`src/hdl/bitplane_block_complexity_embed_core_assert.svh`:
```
// Assertion macros for the bit-plane block complexity core.
`ifndef BITPLANE_BLOCK_COMPLEXITY_EMBED_CORE_ASSERT_SVH
`define BITPLANE_BLOCK_COMPLEXITY_EMBED_CORE_ASSERT_SVH

// Same-cycle implication, checked outside reset.
`define BPBCE_ASSERT_NOW(label, ante, cons, msg) \
  label: assert property (@(posedge clk) disable iff (rst) (ante) |-> (cons)) \
    else $error(msg);

// Next-cycle implication, checked outside reset.
`define BPBCE_ASSERT_NEXT(label, ante, cons, msg) \
  label: assert property (@(posedge clk) disable iff (rst) (ante) |=> (cons)) \
    else $error(msg);

`endif

```
`src/hdl/bpbce_pkg.sv`:
```
`timescale 1ns / 1ps
package bpbce_pkg;

  localparam int WORD_BITS = 64;
  localparam int CNT_W = 7;

  typedef logic [WORD_BITS-1:0] word_t;
  typedef logic [CNT_W-1:0] count_t;

  localparam count_t THRESHOLD_RESET = 7'd34;
  localparam count_t COUNT_MAX = 7'd127;

endpackage

```
`src/hdl/bitplane_block_complexity_embed_core.sv`:
```
`timescale 1ns / 1ps
// A block passes the input register, then the result register, to out_valid.
// Throughput: one block per cycle unless out_stall holds; input register,
// complexity tree and merge, result register, with the adder tree over the
// neighbor differences in between. Reset: valid flags clear, threshold is 34.
module bitplane_block_complexity_embed_core #(
  parameter int BLOCK_SIDE = 8
) (
  input  logic              clk,
  input  logic              rst,
  input  logic              cfg_write,
  input  bpbce_pkg::count_t cfg_data,
  input  logic              in_valid,
  output logic              in_stall,
  input  bpbce_pkg::word_t  plane_block,
  input  bpbce_pkg::word_t  secret_bits,
  input  bpbce_pkg::count_t bits_left,
  output logic              out_valid,
  input  logic              out_stall,
  output logic              eligible,
  output bpbce_pkg::count_t complexity,
  output bpbce_pkg::word_t  new_block,
  output bpbce_pkg::count_t bits_used
);
  import bpbce_pkg::*;

  `include "bitplane_block_complexity_embed_core_assert.svh"

  localparam int CELLS = BLOCK_SIDE * BLOCK_SIDE;
  localparam int LIMIT = (CELLS < WORD_BITS) ? CELLS : WORD_BITS;
  localparam int CX_W = $clog2(2 * BLOCK_SIDE * (BLOCK_SIDE - 1) + 1);
  localparam int CMP_W = (CX_W > CNT_W) ? CX_W : CNT_W;

  count_t threshold;

  logic   s1_valid;
  word_t  blk_q;
  word_t  sec_q;
  count_t left_q;

  logic              s1_adv;
  logic              s2_adv;
  logic [CX_W-1:0]   cx;
  logic [CMP_W-1:0]  cx_ext;
  logic              elig;
  count_t            cx_sat;
  word_t             merged;
  count_t            used;

  always_ff @(posedge clk) begin
    if (rst) begin
      threshold <= THRESHOLD_RESET;
    end else if (cfg_write) begin
      threshold <= cfg_data;
    end
  end

  assign s2_adv = !out_valid || !out_stall;
  assign s1_adv = !s1_valid || s2_adv;
  assign in_stall = !s1_adv;

  always_ff @(posedge clk) begin
    if (rst) begin
      s1_valid <= 1'b0;
    end else if (s1_adv) begin
      s1_valid <= in_valid;
    end
  end

  always_ff @(posedge clk) begin
    if (s1_adv && in_valid) begin
      blk_q <= plane_block;
      sec_q <= secret_bits;
      left_q <= bits_left;
    end
  end

  bpbce_complexity #(
    .BLOCK_SIDE (BLOCK_SIDE),
    .CX_W       (CX_W)
  ) u_complexity (
    .blk   (blk_q),
    .count (cx)
  );

  assign cx_ext = CMP_W'(cx);
  assign elig = cx_ext >= CMP_W'(threshold);
  // saturate the reported count; eligibility uses the full count
  assign cx_sat = (cx_ext > CMP_W'(COUNT_MAX)) ? COUNT_MAX : cx_ext[CNT_W-1:0];

  bpbce_embed #(
    .LIMIT (LIMIT)
  ) u_embed (
    .blk      (blk_q),
    .secret   (sec_q),
    .left     (left_q),
    .eligible (elig),
    .new_blk  (merged),
    .used     (used)
  );

  always_ff @(posedge clk) begin
    if (rst) begin
      out_valid <= 1'b0;
    end else if (s2_adv) begin
      out_valid <= s1_valid;
    end
  end

  always_ff @(posedge clk) begin
    if (s2_adv && s1_valid) begin
      eligible <= elig;
      complexity <= cx_sat;
      new_block <= merged;
      bits_used <= used;
    end
  end

  `BPBCE_ASSERT_NOW(a_stall_full, in_stall, s1_valid && out_valid, "stall with empty stage")
  `BPBCE_ASSERT_NOW(a_unused_zero, out_valid && !eligible, bits_used == '0,
    "bits used on ineligible block")
  `BPBCE_ASSERT_NOW(a_used_limit, out_valid, bits_used <= CNT_W'(LIMIT), "bits used above limit")
  `BPBCE_ASSERT_NEXT(a_s1_hold, s1_valid && !s2_adv,
    s1_valid && $stable(blk_q) && $stable(left_q), "held input stage changed")

endmodule

```
`src/hdl/bpbce_complexity.sv`:
```
`timescale 1ns / 1ps
module bpbce_complexity #(
  parameter int BLOCK_SIDE = 8,
  parameter int CX_W = 7
) (
  input  bpbce_pkg::word_t blk,
  output logic [CX_W-1:0]  count
);
  import bpbce_pkg::*;

  localparam int CELLS = BLOCK_SIDE * BLOCK_SIDE;
  localparam int PAIRS = BLOCK_SIDE * (BLOCK_SIDE - 1);
  localparam int ND = 2 * PAIRS;
  localparam int LEAVES = 2 ** $clog2(ND);

  logic [CELLS-1:0] cellv;
  logic [ND-1:0]    diff;
  logic [CX_W-1:0]  node [2*LEAVES-1];

  // cells past the stored word read as zero
  for (genvar k = 0; k < CELLS; k++) begin : g_cell
    if (k < WORD_BITS) begin : g_stored
      assign cellv[k] = blk[k];
    end else begin : g_empty
      assign cellv[k] = 1'b0;
    end
  end

  for (genvar r = 0; r < BLOCK_SIDE; r++) begin : g_row
    for (genvar c = 0; c < BLOCK_SIDE - 1; c++) begin : g_horz
      assign diff[r*(BLOCK_SIDE-1)+c] = cellv[r*BLOCK_SIDE+c] ^ cellv[r*BLOCK_SIDE+c+1];
    end
  end

  for (genvar r = 0; r < BLOCK_SIDE - 1; r++) begin : g_vrow
    for (genvar c = 0; c < BLOCK_SIDE; c++) begin : g_vert
      assign diff[PAIRS+r*BLOCK_SIDE+c] = cellv[r*BLOCK_SIDE+c] ^ cellv[(r+1)*BLOCK_SIDE+c];
    end
  end

  // balanced adder tree over the difference bits
  for (genvar k = 0; k < LEAVES; k++) begin : g_leaf
    if (k < ND) begin : g_used
      assign node[LEAVES-1+k] = CX_W'(diff[k]);
    end else begin : g_pad
      assign node[LEAVES-1+k] = '0;
    end
  end

  for (genvar n = 0; n < LEAVES - 1; n++) begin : g_sum
    assign node[n] = node[2*n+1] + node[2*n+2];
  end

  assign count = node[0];

endmodule

```
`src/hdl/bpbce_embed.sv`:
```
`timescale 1ns / 1ps
module bpbce_embed #(
  parameter int LIMIT = 64
) (
  input  bpbce_pkg::word_t  blk,
  input  bpbce_pkg::word_t  secret,
  input  bpbce_pkg::count_t left,
  input  logic              eligible,
  output bpbce_pkg::word_t  new_blk,
  output bpbce_pkg::count_t used
);
  import bpbce_pkg::*;

  count_t capped;
  word_t  mask;

  always_comb begin
    capped = (left > CNT_W'(LIMIT)) ? CNT_W'(LIMIT) : left;
    used = eligible ? capped : '0;
    for (int k = 0; k < WORD_BITS; k++) begin
      mask[k] = CNT_W'(k) < used;
    end
    new_blk = (blk & ~mask) | (secret & mask);
  end

endmodule
```
`config.mk`:
```
export PLATFORM = sky130hd
export DESIGN_NAME = bitplane_block_complexity_embed_core
export DESIGN_NICKNAME = d
export VERILOG_FILES = /design/src/hdl/bpbce_pkg.sv /design/src/hdl/bitplane_block_complexity_embed_core.sv /design/src/hdl/bpbce_complexity.sv /design/src/hdl/bpbce_embed.sv
export VERILOG_INCLUDE_DIRS = /design/src /design/src/hdl
export SDC_FILE = /design/constraint.sdc
export NUM_CORES = 1
export LEC_CHECK = 0
export BUFFER_PORTS_ARGS = -buffer_cell sky130_fd_sc_hd__buf_4
export CELL_PAD_IN_SITES_DETAIL_PLACEMENT = 1
export CELL_PAD_IN_SITES_GLOBAL_PLACEMENT = 2
export CORE_UTILIZATION = 42
export DETAILED_ROUTE_END_ITERATION = 6
export HOLD_SLACK_MARGIN = 0.08
export PLACE_DENSITY_LB_ADDON = 0.1
export SLEW_MARGIN = 20
export SYNTH_ARGS = -nofsm -noshare
export SYNTH_HDL_FRONTEND = slang
export SYNTH_SLANG_ARGS = --single-unit
export TNS_END_PERCENT = 1
```
`constraint.sdc`:
```
create_clock -name clk -period 13.65 [get_ports clk]
set_input_delay 2.0475 -clock clk [delete_from_list [all_inputs] [get_ports clk]]
set_output_delay 2.0475 -clock clk [all_outputs]
set_load 0.01 [all_outputs]
```
# Yosys cells after proc, flatten, opt, wreduce, memory -nomap -nowiden
# Index checks and enable logic that the tools add are counted.
[word_totals]
in_bits = 147
register_bits = 223
[op_classes]
order_cmp = 67
bitwise = 116
muxes = 2
n_addsub = 111
n_reduce_logical = 8
[ops]
columns = ["cell", "n"]
rows = [
  ["$lt A6 B7 Y1 const A", 32],
  ["$and A64 B64 Y64", 2],
  ["$add A1 B1 Y2", 56],
  ["$lt A5 B7 Y1 const A", 16],
  ["$xor A1 B1 Y1", 112],
  ["$add A2 B2 Y3", 25],
  ["$not A64 Y64", 1],
  ["$or A64 B64 Y64", 1],
  ["$lt A4 B7 Y1 const A", 8],
  ["$add A3 B3 Y4", 12],
  ["$add A4 B4 Y5", 6],
  ["$lt A3 B7 Y1 const A", 4],
  ["$add A7 B7 Y7", 3],
  ["$add A5 B5 Y6", 3],
  ["$add A2 B7 Y7", 2],
  ["$gt A7 B7 Y1 const B", 2],
  ["$lt A1 B7 Y1 const A", 2],
  ["$lt A2 B7 Y1 const A", 2],
  ["$mux W7", 2],
  ["$add A6 B6 Y7", 1],
  ["$add A6 B7 Y7", 1],
  ["$add A7 B2 Y7", 1],
  ["$add A7 B3 Y7", 1],
  ["$ge A7 B7 Y1", 1],
  ["other kinds (3)", 8],
]

# Logic depth before layout (Yosys ltp)
# Gate-level depths: netlist of run 1.
[logic_depth]
ltp_word = 14
ltp_mapped = 34

# Hierarchy
# A second synthesis of run 1 with hierarchy kept.
[hier_totals]
cells_unflattened = 921
hier_area_um2 = 13048.8
[by_module_without_submodules]
columns = ["mod", "area_per_inst_um2", "n_inst", "cells_each"]
rows = [
  ["bitplane_block_complexity_embed_core", 6951.7, 1, 277],
  ["bpbce_complexity", 4575.6, 1, 449],
  ["bpbce_embed", 1521.5, 1, 195],
]

# Worst setup path after synthesis of run 1
# Ideal clock, no wire load.
[synth_timing]
path_kind = "input -> register"
from = "in out_stall"
to = "reg blk_q[0], enable pin"
arrival_ns = 8.237
setup_slack_ns = 4.767
setup_time_ns = 0.646
path_stages = 2
path_cell_list = "and3_1 nor2b_1"
[synth_via]
elab_chain_len = 4
[synth_rtl]
columns = ["element", "line", "rtl"]
rows = [
  ["start, declared", "bitplane_block_complexity_embed_core.sv:19", "input logic out_stall,"],
  ["$logic_not A1 Y1", "bitplane_block_complexity_embed_core.sv:58", "assign s2_adv = !out_valid || !out_stall;"],
  ["$logic_or A1 B1 Y1", "bitplane_block_complexity_embed_core.sv:58", ""],
  ["$logic_or A1 B1 Y1", "bitplane_block_complexity_embed_core.sv:59", "assign s1_adv = !s1_valid || s2_adv;"],
  ["$logic_and A1 B1 Y1", "bitplane_block_complexity_embed_core.sv:71", "if (s1_adv && in_valid) begin"],
  ["end signal, assigned", "bitplane_block_complexity_embed_core.sv:72", "blk_q <= plane_block;"],
  ["end, declared", "bitplane_block_complexity_embed_core.sv:37", "word_t blk_q;"],
]
# Every way passes these cells.
# A chain may end at the register's enable or synchronous reset.

# Worst setup path after layout of run 1
[layout_timing]
from = "reg blk_q[25]"
to = "reg new_block[33], data pin"
[layout_via]
elab_chain_len = 14
word_cells_on_any_way = 29
classes_between = "18 x add/sub; 2 x order compare; 1 x mux; 8 x bitwise"
[layout_rtl]
columns = ["element", "line", "rtl"]
rows = [
  ["$xor A1 B1 Y1, on equally long branches", "bpbce_complexity.sv:37, bpbce_complexity.sv:31", ""],
  ["$add A1 B1 Y2", "bpbce_complexity.sv:51", "assign node[n] = node[2*n+1] + node[2*n+2];"],
  ["$add A2 B2 Y3", "bpbce_complexity.sv:51", ""],
  ["$add A3 B3 Y4", "bpbce_complexity.sv:51", ""],
  ["$add A4 B4 Y5", "bpbce_complexity.sv:51", ""],
  ["$add A5 B5 Y6", "bpbce_complexity.sv:51", ""],
  ["$add A6 B7 Y7 or $add A6 B6 Y7 (tied branches)", "bpbce_complexity.sv:51", ""],
  ["$add A7 B7 Y7 (*)", "bpbce_complexity.sv:51", ""],
  ["net cx[6]", "bitplane_block_complexity_embed_core.sv:43", "logic [CX_W-1:0] cx;"],
  ["$ge A7 B7 Y1 (*)", "bitplane_block_complexity_embed_core.sv:87", "assign elig = cx_ext >= CMP_W'(threshold);"],
  ["$mux W7 (*)", "bpbce_embed.sv:19", "used = eligible ? capped : '0;"],
  ["$lt A6 B7 Y1 (*)", "bpbce_embed.sv:21", "mask[k] = CNT_W'(k) < used;"],
  ["$not A64 Y64", "bpbce_embed.sv:23", "new_blk = (blk & ~mask) | (secret & mask);"],
  ["$and A64 B64 Y64", "bpbce_embed.sv:23", ""],
  ["$or A64 B64 Y64 (*)", "bpbce_embed.sv:23", ""],
  ["net merged[33]", "bitplane_block_complexity_embed_core.sv:47", "word_t merged;"],
  ["end signal, assigned", "bitplane_block_complexity_embed_core.sv:114", "new_block <= merged;"],
  ["end, declared", "bitplane_block_complexity_embed_core.sv:22", "output bpbce_pkg::word_t new_block,"],
]
# The timed path passes the listed nets; every way through them passes the cells marked *.

==> results.toml, run 1 <==
[detailed_routing]
viasPerCell = 4.988
detail_route.wl_per_cell_um = 22.74
dr.pass1.iters = 5
drt-initial-drc-count = 482
drc = 0
routed_wl_um = 35000
via_count = 7677
ant_nets = 0

[setup_path]
cp.arrival_ps = 10010
r2r_cells = 30
path_class = "flop to flop"
cpMostUsedCell = "fa_1"
crit_required_ps = 13930
cp_slowest_cell = "edfxtp_1"
crit_path_start_kind = "flop"
critPathMaxStageDelay_ps = 570
endpoint_kind = "flop"
critPathMaxFanout = 45

[clock_network]
post-cts-setup-buffers = 0
cts_buffers = 26
cts-resized-gates = 0
htree_num_levels = 1
clock_latency_ps = 540
holdBufCountCts = 0
cts-root-buf = "clkbuf_16"
cts_sinks = 223
cts_tree = "built"
clk_pin_slew_ps = 60
clockBufferDepth = 3

[global_routing]
antenna_found_initial = 0
overflow = 0
grt_pass1_vias = 8348
grt_pass1_wl_um = 52140
grtUsageTotal_pct = 23.32
grt_max_degree = 77

[floorplanning]
rows = 63
initial_utilization_pct = 42.63
die_y_um = 175.2
dieArea_um2 = 30700
io_pins = 228
die_w_um = 175.2
core_um2 = 29560

[hold_path]
hold_depth = 2
hp-class = "flop to flop"

[finish]
syn2layout_area_growth_pct = 22.13
num-nets-final = 1406
drive_above_1_share_pct = 28.37
num_antenna_cells = 0

[timing]
final-setup-viol-count = 0
fmaxAchievable_ghz = 0.1028
whs_ps = 498.2
final_hold_viol_count = 0
relSlewSlack_pct = 26.27
drv_slew = 0
min_period_ps = 9727
finalCritPeriodShare_pct = 71.26
tightest_slew_ps = 1106
rsz0062_at_grt = "false"
setup_tns_ps = 0
finalClockSkew_ps = 19.14

[placement]
gp_congestion = 0.8197
port_buffers = 227
dp.final_hpwl_um = 26600

[logic_synthesis]
ys_ff_latch = 223
yosys.cell_types.count = 47
synth-edff-count = 214
ys.flop_type = "edfxtp_1"
avgSynthCellArea_um2 = 13.54
syn_nets = 1207
synth.yosys.seq_area_share_pct = 52.42
yosysWarnings = 0
synthArstFlopShare_pct = 0
syn-cell-area_um2 = 12600
synthCells = 931

[job]
max_cap_violations = 0

[status]
status = "completed"
[final cells by class]
cell class / instances / area, µm²
clock buffers: 30 / 665.6
repair buffers: 235 / 1764
fillers: 3018 / 14170
clock inverters: 17 / 145.1
well taps: 390 / 488.0
inverters: 123 / 464.2
flip-flops and latches: 223 / 6606
multi-input cells: 521 / 5258
[logic make-up (layout without fill, tap and decap cells)]
logic type      after synthesis  in the layout  synth area share [%]
flops                       223            223                 52.42
buf+inv                     187            405                 6.007
fa+ha+maj                   129            129                 18.76
simple gates                126            126                 4.815
xor+xnor                    116            116                 8.062
compound gates               81             81                 3.812
mux                          69             69                 6.116
[stage by stage]
| step | setup WS, ps | instances | util (%) | cell area [µm²] |
|---|---|---|---|---|
| final | 3923 | 1539 | 52.07 | 15390 |
| after floorplan | 4767 | 931 | - | 12600 |
| after detailed placement | 3885 | 1492 | 49.32 | 14580 |
| after global placement | 4041 | 1492 | 49.32 | 14580 |
| after global routing | 3414 | 1539 | 52.07 | 15390 |
| after CTS | 3874 | 1539 | 52.07 | 15390 |
[per-layer routing]
| metal | part of all wire (%) | wire length (µm) | track usage [%] |
|---|---|---|---|
| met4 | 1.8 | 641 | 4.529 |
| met1 | 46 | 16170 | 34.59 |
| met3 | 4.8 | 1681 | 3.155 |
| met5 | 0 | 0 | 0 |
| met2 | 47 | 16510 | 36.72 |
[cell usage after synthesis (all sizes together), types with 4 or more instances]
master / n / share of area [%]
a211oi: 4 / 0.32
a21oi: 33 / 1.3
a31oi: 4 / 0.20
and2: 7 / 0.35
buf: 20 / 1.0
clkbuf: 44 / 1.3
dfxtp: 9 / 1.4
edfxtp: 214 / 51
fa: 100 / 16
ha: 29 / 2.9
inv: 123 / 3.7
mux2: 64 / 5.7
mux2i: 5 / 0.40
nand2: 31 / 0.92
nand2b: 6 / 0.30
nor2: 48 / 1.4
nor2b: 7 / 0.35
nor3: 14 / 0.71
o21ai: 26 / 1.0
xnor2: 89 / 6.2
xor2: 27 / 1.9
[worst max-delay path: cells and delay by family (launching register included)]
family,cells,cell delay [ps]
XOR/XNOR,1,230
adder cells (fa/ha/maj),12,5870
AND/OR/NAND/NOR,5,930
buffers and inverters,7,1020
flip-flops,1,570
multiplexers,1,350
AO/OA/AOI/OAI,4,470
[cells in the final DEF, fill, tap and decap left out, types with 20 or more instances in the layout]
cell | Yosys | final
fa_1 | 100 | 100
clkbuf_16 | 0 | 26
edfxtp_1 | 214 | 214
a21oi_1 | 32 | 32
buf_4 | 3 | 235
mux2_2 | 44 | 44
ha_1 | 29 | 29
mux2_1 | 20 | 20
xor2_1 | 27 | 27
nand2_1 | 31 | 31
xnor2_1 | 89 | 89
inv_1 | 122 | 122
nor2_1 | 48 | 48
[flip-flops by register name (all words and copies together), names as in the netlist]
name,cells
bits_used,7
complexity,7
new_block,64
eligible,1
left_q,7
blk_q,64
out_valid,1
s1_valid,1
threshold,7
sec_q,64
[final timing paths]
check	from	slack, ps	endpoint
max	blk_q[25]	3920	new_block[33]
max reg2reg	blk_q[25]	3920	new_block[33]
min	threshold[3]	500	threshold[3]
min reg2reg	threshold[3]	500	threshold[3]
Power of run 1 is not shown: default switching activity piles up to over one toggle a cycle in this logic, so the estimate is an artifact.
==> inputs of run 2 (changes only) <==
--- a/config.mk
+++ b/config.mk
@@ -9,7 +9,7 @@
 export BUFFER_PORTS_ARGS = -buffer_cell sky130_fd_sc_hd__buf_4
 export CELL_PAD_IN_SITES_DETAIL_PLACEMENT = 1
 export CELL_PAD_IN_SITES_GLOBAL_PLACEMENT = 2
-export CORE_UTILIZATION = 42
+export CORE_UTILIZATION = 35
 export DETAILED_ROUTE_END_ITERATION = 6
 export HOLD_SLACK_MARGIN = 0.08
 export PLACE_DENSITY_LB_ADDON = 0.1
==> constraint.sdc (replaced) <==
create_clock -name clk -period 8.5 [get_ports clk]
set_input_delay 1.275 -clock clk [delete_from_list [all_inputs] [get_ports clk]]
set_output_delay 1.275 -clock clk [all_outputs]
set_load 0.01 [all_outputs]
==> results.toml, run 2 (synthesis results as in run 1) <==
[clock_network]
cts_sinks = 223
holdBufCountCts = 0
clk_pin_slew_ps = 60
cts-root-buf = "clkbuf_16"
clock_latency_ps = 540
clockBufferDepth = 3
cts_buffers = 25
htree_num_levels = 1
cts_tree = "built"

[detailed_routing]
dr.pass1.iters = 4
routed_wl_um = 38170
viasPerCell = 4.655
ant_nets = 0
drt-initial-drc-count = 415
drc = 0
via_count = 7955
detail_route.wl_per_cell_um = 22.33

[finish]
layout_common_cells = "buf_4, edfxtp_1, inv_1"
num_antenna_cells = 0
layout_commonest_cell = "buf_4"
syn2layout_area_growth_pct = 29.83
reg_top3 = "blk_q (64), new_block (64), sec_q (64)"
fillers = 3760
num-nets-final = 1508
final_util_pct = 46.11
drive_above_1_share_pct = 36.14

[floorplanning]
die_w_um = 191.8
die_y_um = 191.8
io_pins = 228
rows = 69
core_um2 = 35480
dieArea_um2 = 36770
initial_utilization_pct = 35.52

[placement]
dp.final_hpwl_um = 29900
gp_congestion = 0.8184
port_buffers = 227

[job]
max_cap_violations = 0

[setup_path]
critPathMaxFanout = 20
r2r_cells = 32
cpMostUsedCell = "fa_1"
critPathMaxStageDelay_ps = 560
endpoint_kind = "flop"
cp_slowest_cell = "fa_1"
cp.arrival_ps = 9270
r2r_end = "new_block[25]"
crit_required_ps = 8790
path_class = "flop to flop"
crit_path_start_kind = "flop"
r2r-start = "blk_q[39]"
r2r_slack_ps = -480

[timing]
final_hold_viol_count = 0
finalClockSkew_ps = 23.02
relSlewSlack_pct = 28.35
rsz0062_at_grt = "true"
finalCritPeriodShare_pct = 105.7
min_period_ps = 8982
final-setup-viol-count = 70
drv_slew = 0
fmaxAchievable_ghz = 0.1113
layout_setup_ws_ps = -481.9
tightest_slew_ps = 1071

[hold_path]
holdPathEnd = "threshold[1]"
hp-class = "flop to flop"
hold_depth = 2
holdCritStartpoint = "threshold[1]"

[global_routing]
grt_max_degree = 136
grt_pass1_wl_um = 56100
grt_pass1_vias = 8811
overflow = 0
grtUsageTotal_pct = 21.23
antenna_found_initial = 0

[status]
violations = "negative setup slack"
status = "finished, violations left"
-- run 2: routing by layer --
layer / vias to the layer above / track usage, % / part of all wire [%]
li1: 3684 / - / -
met1: 4009 / 28.45 / 44
met2: 219 / 36.11 / 49
met3: 43 / 2.649 / 4.4
met4: 0 / 5.769 / 2.6
met5: - / 0 / 0
-- run 2: worst max-delay path by stage --
stage,depth (start not counted),to,startpoint,slack [ps]
detailed placement,29,new_block[59],blk_q[29],-610
global route,31,new_block[63],blk_q[49],-780
floorplan,31,new_block[59],blk_q[17],-10
global placement,26,new_block[59],blk_q[19],-510
CTS,29,new_block[59],blk_q[39],-500
finish,32,new_block[25],blk_q[39],-480
-- run 2: cell type report --
cell class	count	area, µm²	area share, %
flip-flops and latches	223	6606	40.38
multi-input cells	521	5390	32.95
repair buffers	338	2587	15.82
clock buffers	29	640.6	3.916
well taps	461	576.8	3.526
inverters	123	464.2	2.837
clock inverters	14	95.09	0.5812
-- run 2: worst max-delay path, delay by kind of cell (launching register included) --
family	cells	cell delay, ps
adders and majority gates	12	5590
buffers and inverters	10	990
DFF	1	540
and+or+nand+nor	4	470
xor gates and xnor gates	2	420
AOI/OAI and AO/OA	3	380
muxes	1	320
-- run 2: what timing repair did --
action                                  in CTS  in global routing
endpoints found under the setup margin      72                 72
setup buffers                                7                  0
resized for setup                           12                 11
pin swaps                                    3                  0
-- run 2: per-stage QoR --
stage / cell area (µm²) / setup TNS [ps] / std cells / setup WS [ps] / hold WS (ps)
detailed placement: 15470 / -32350 / 1659 / -612.6 / 488.0
finish: 16360 / -27300 / 1709 / -481.9 / 493.5
global placement: 15470 / -25290 / 1659 / -505.9 / 469.9
floorplan: 12650 / -48.82 / 931 / -9.790 / 444.4
global route: 16360 / -49310 / 1709 / -782.8 / 532.5
CTS: 16320 / -27870 / 1709 / -496.7 / 499.0
Power of run 2 is left out for the same reason.
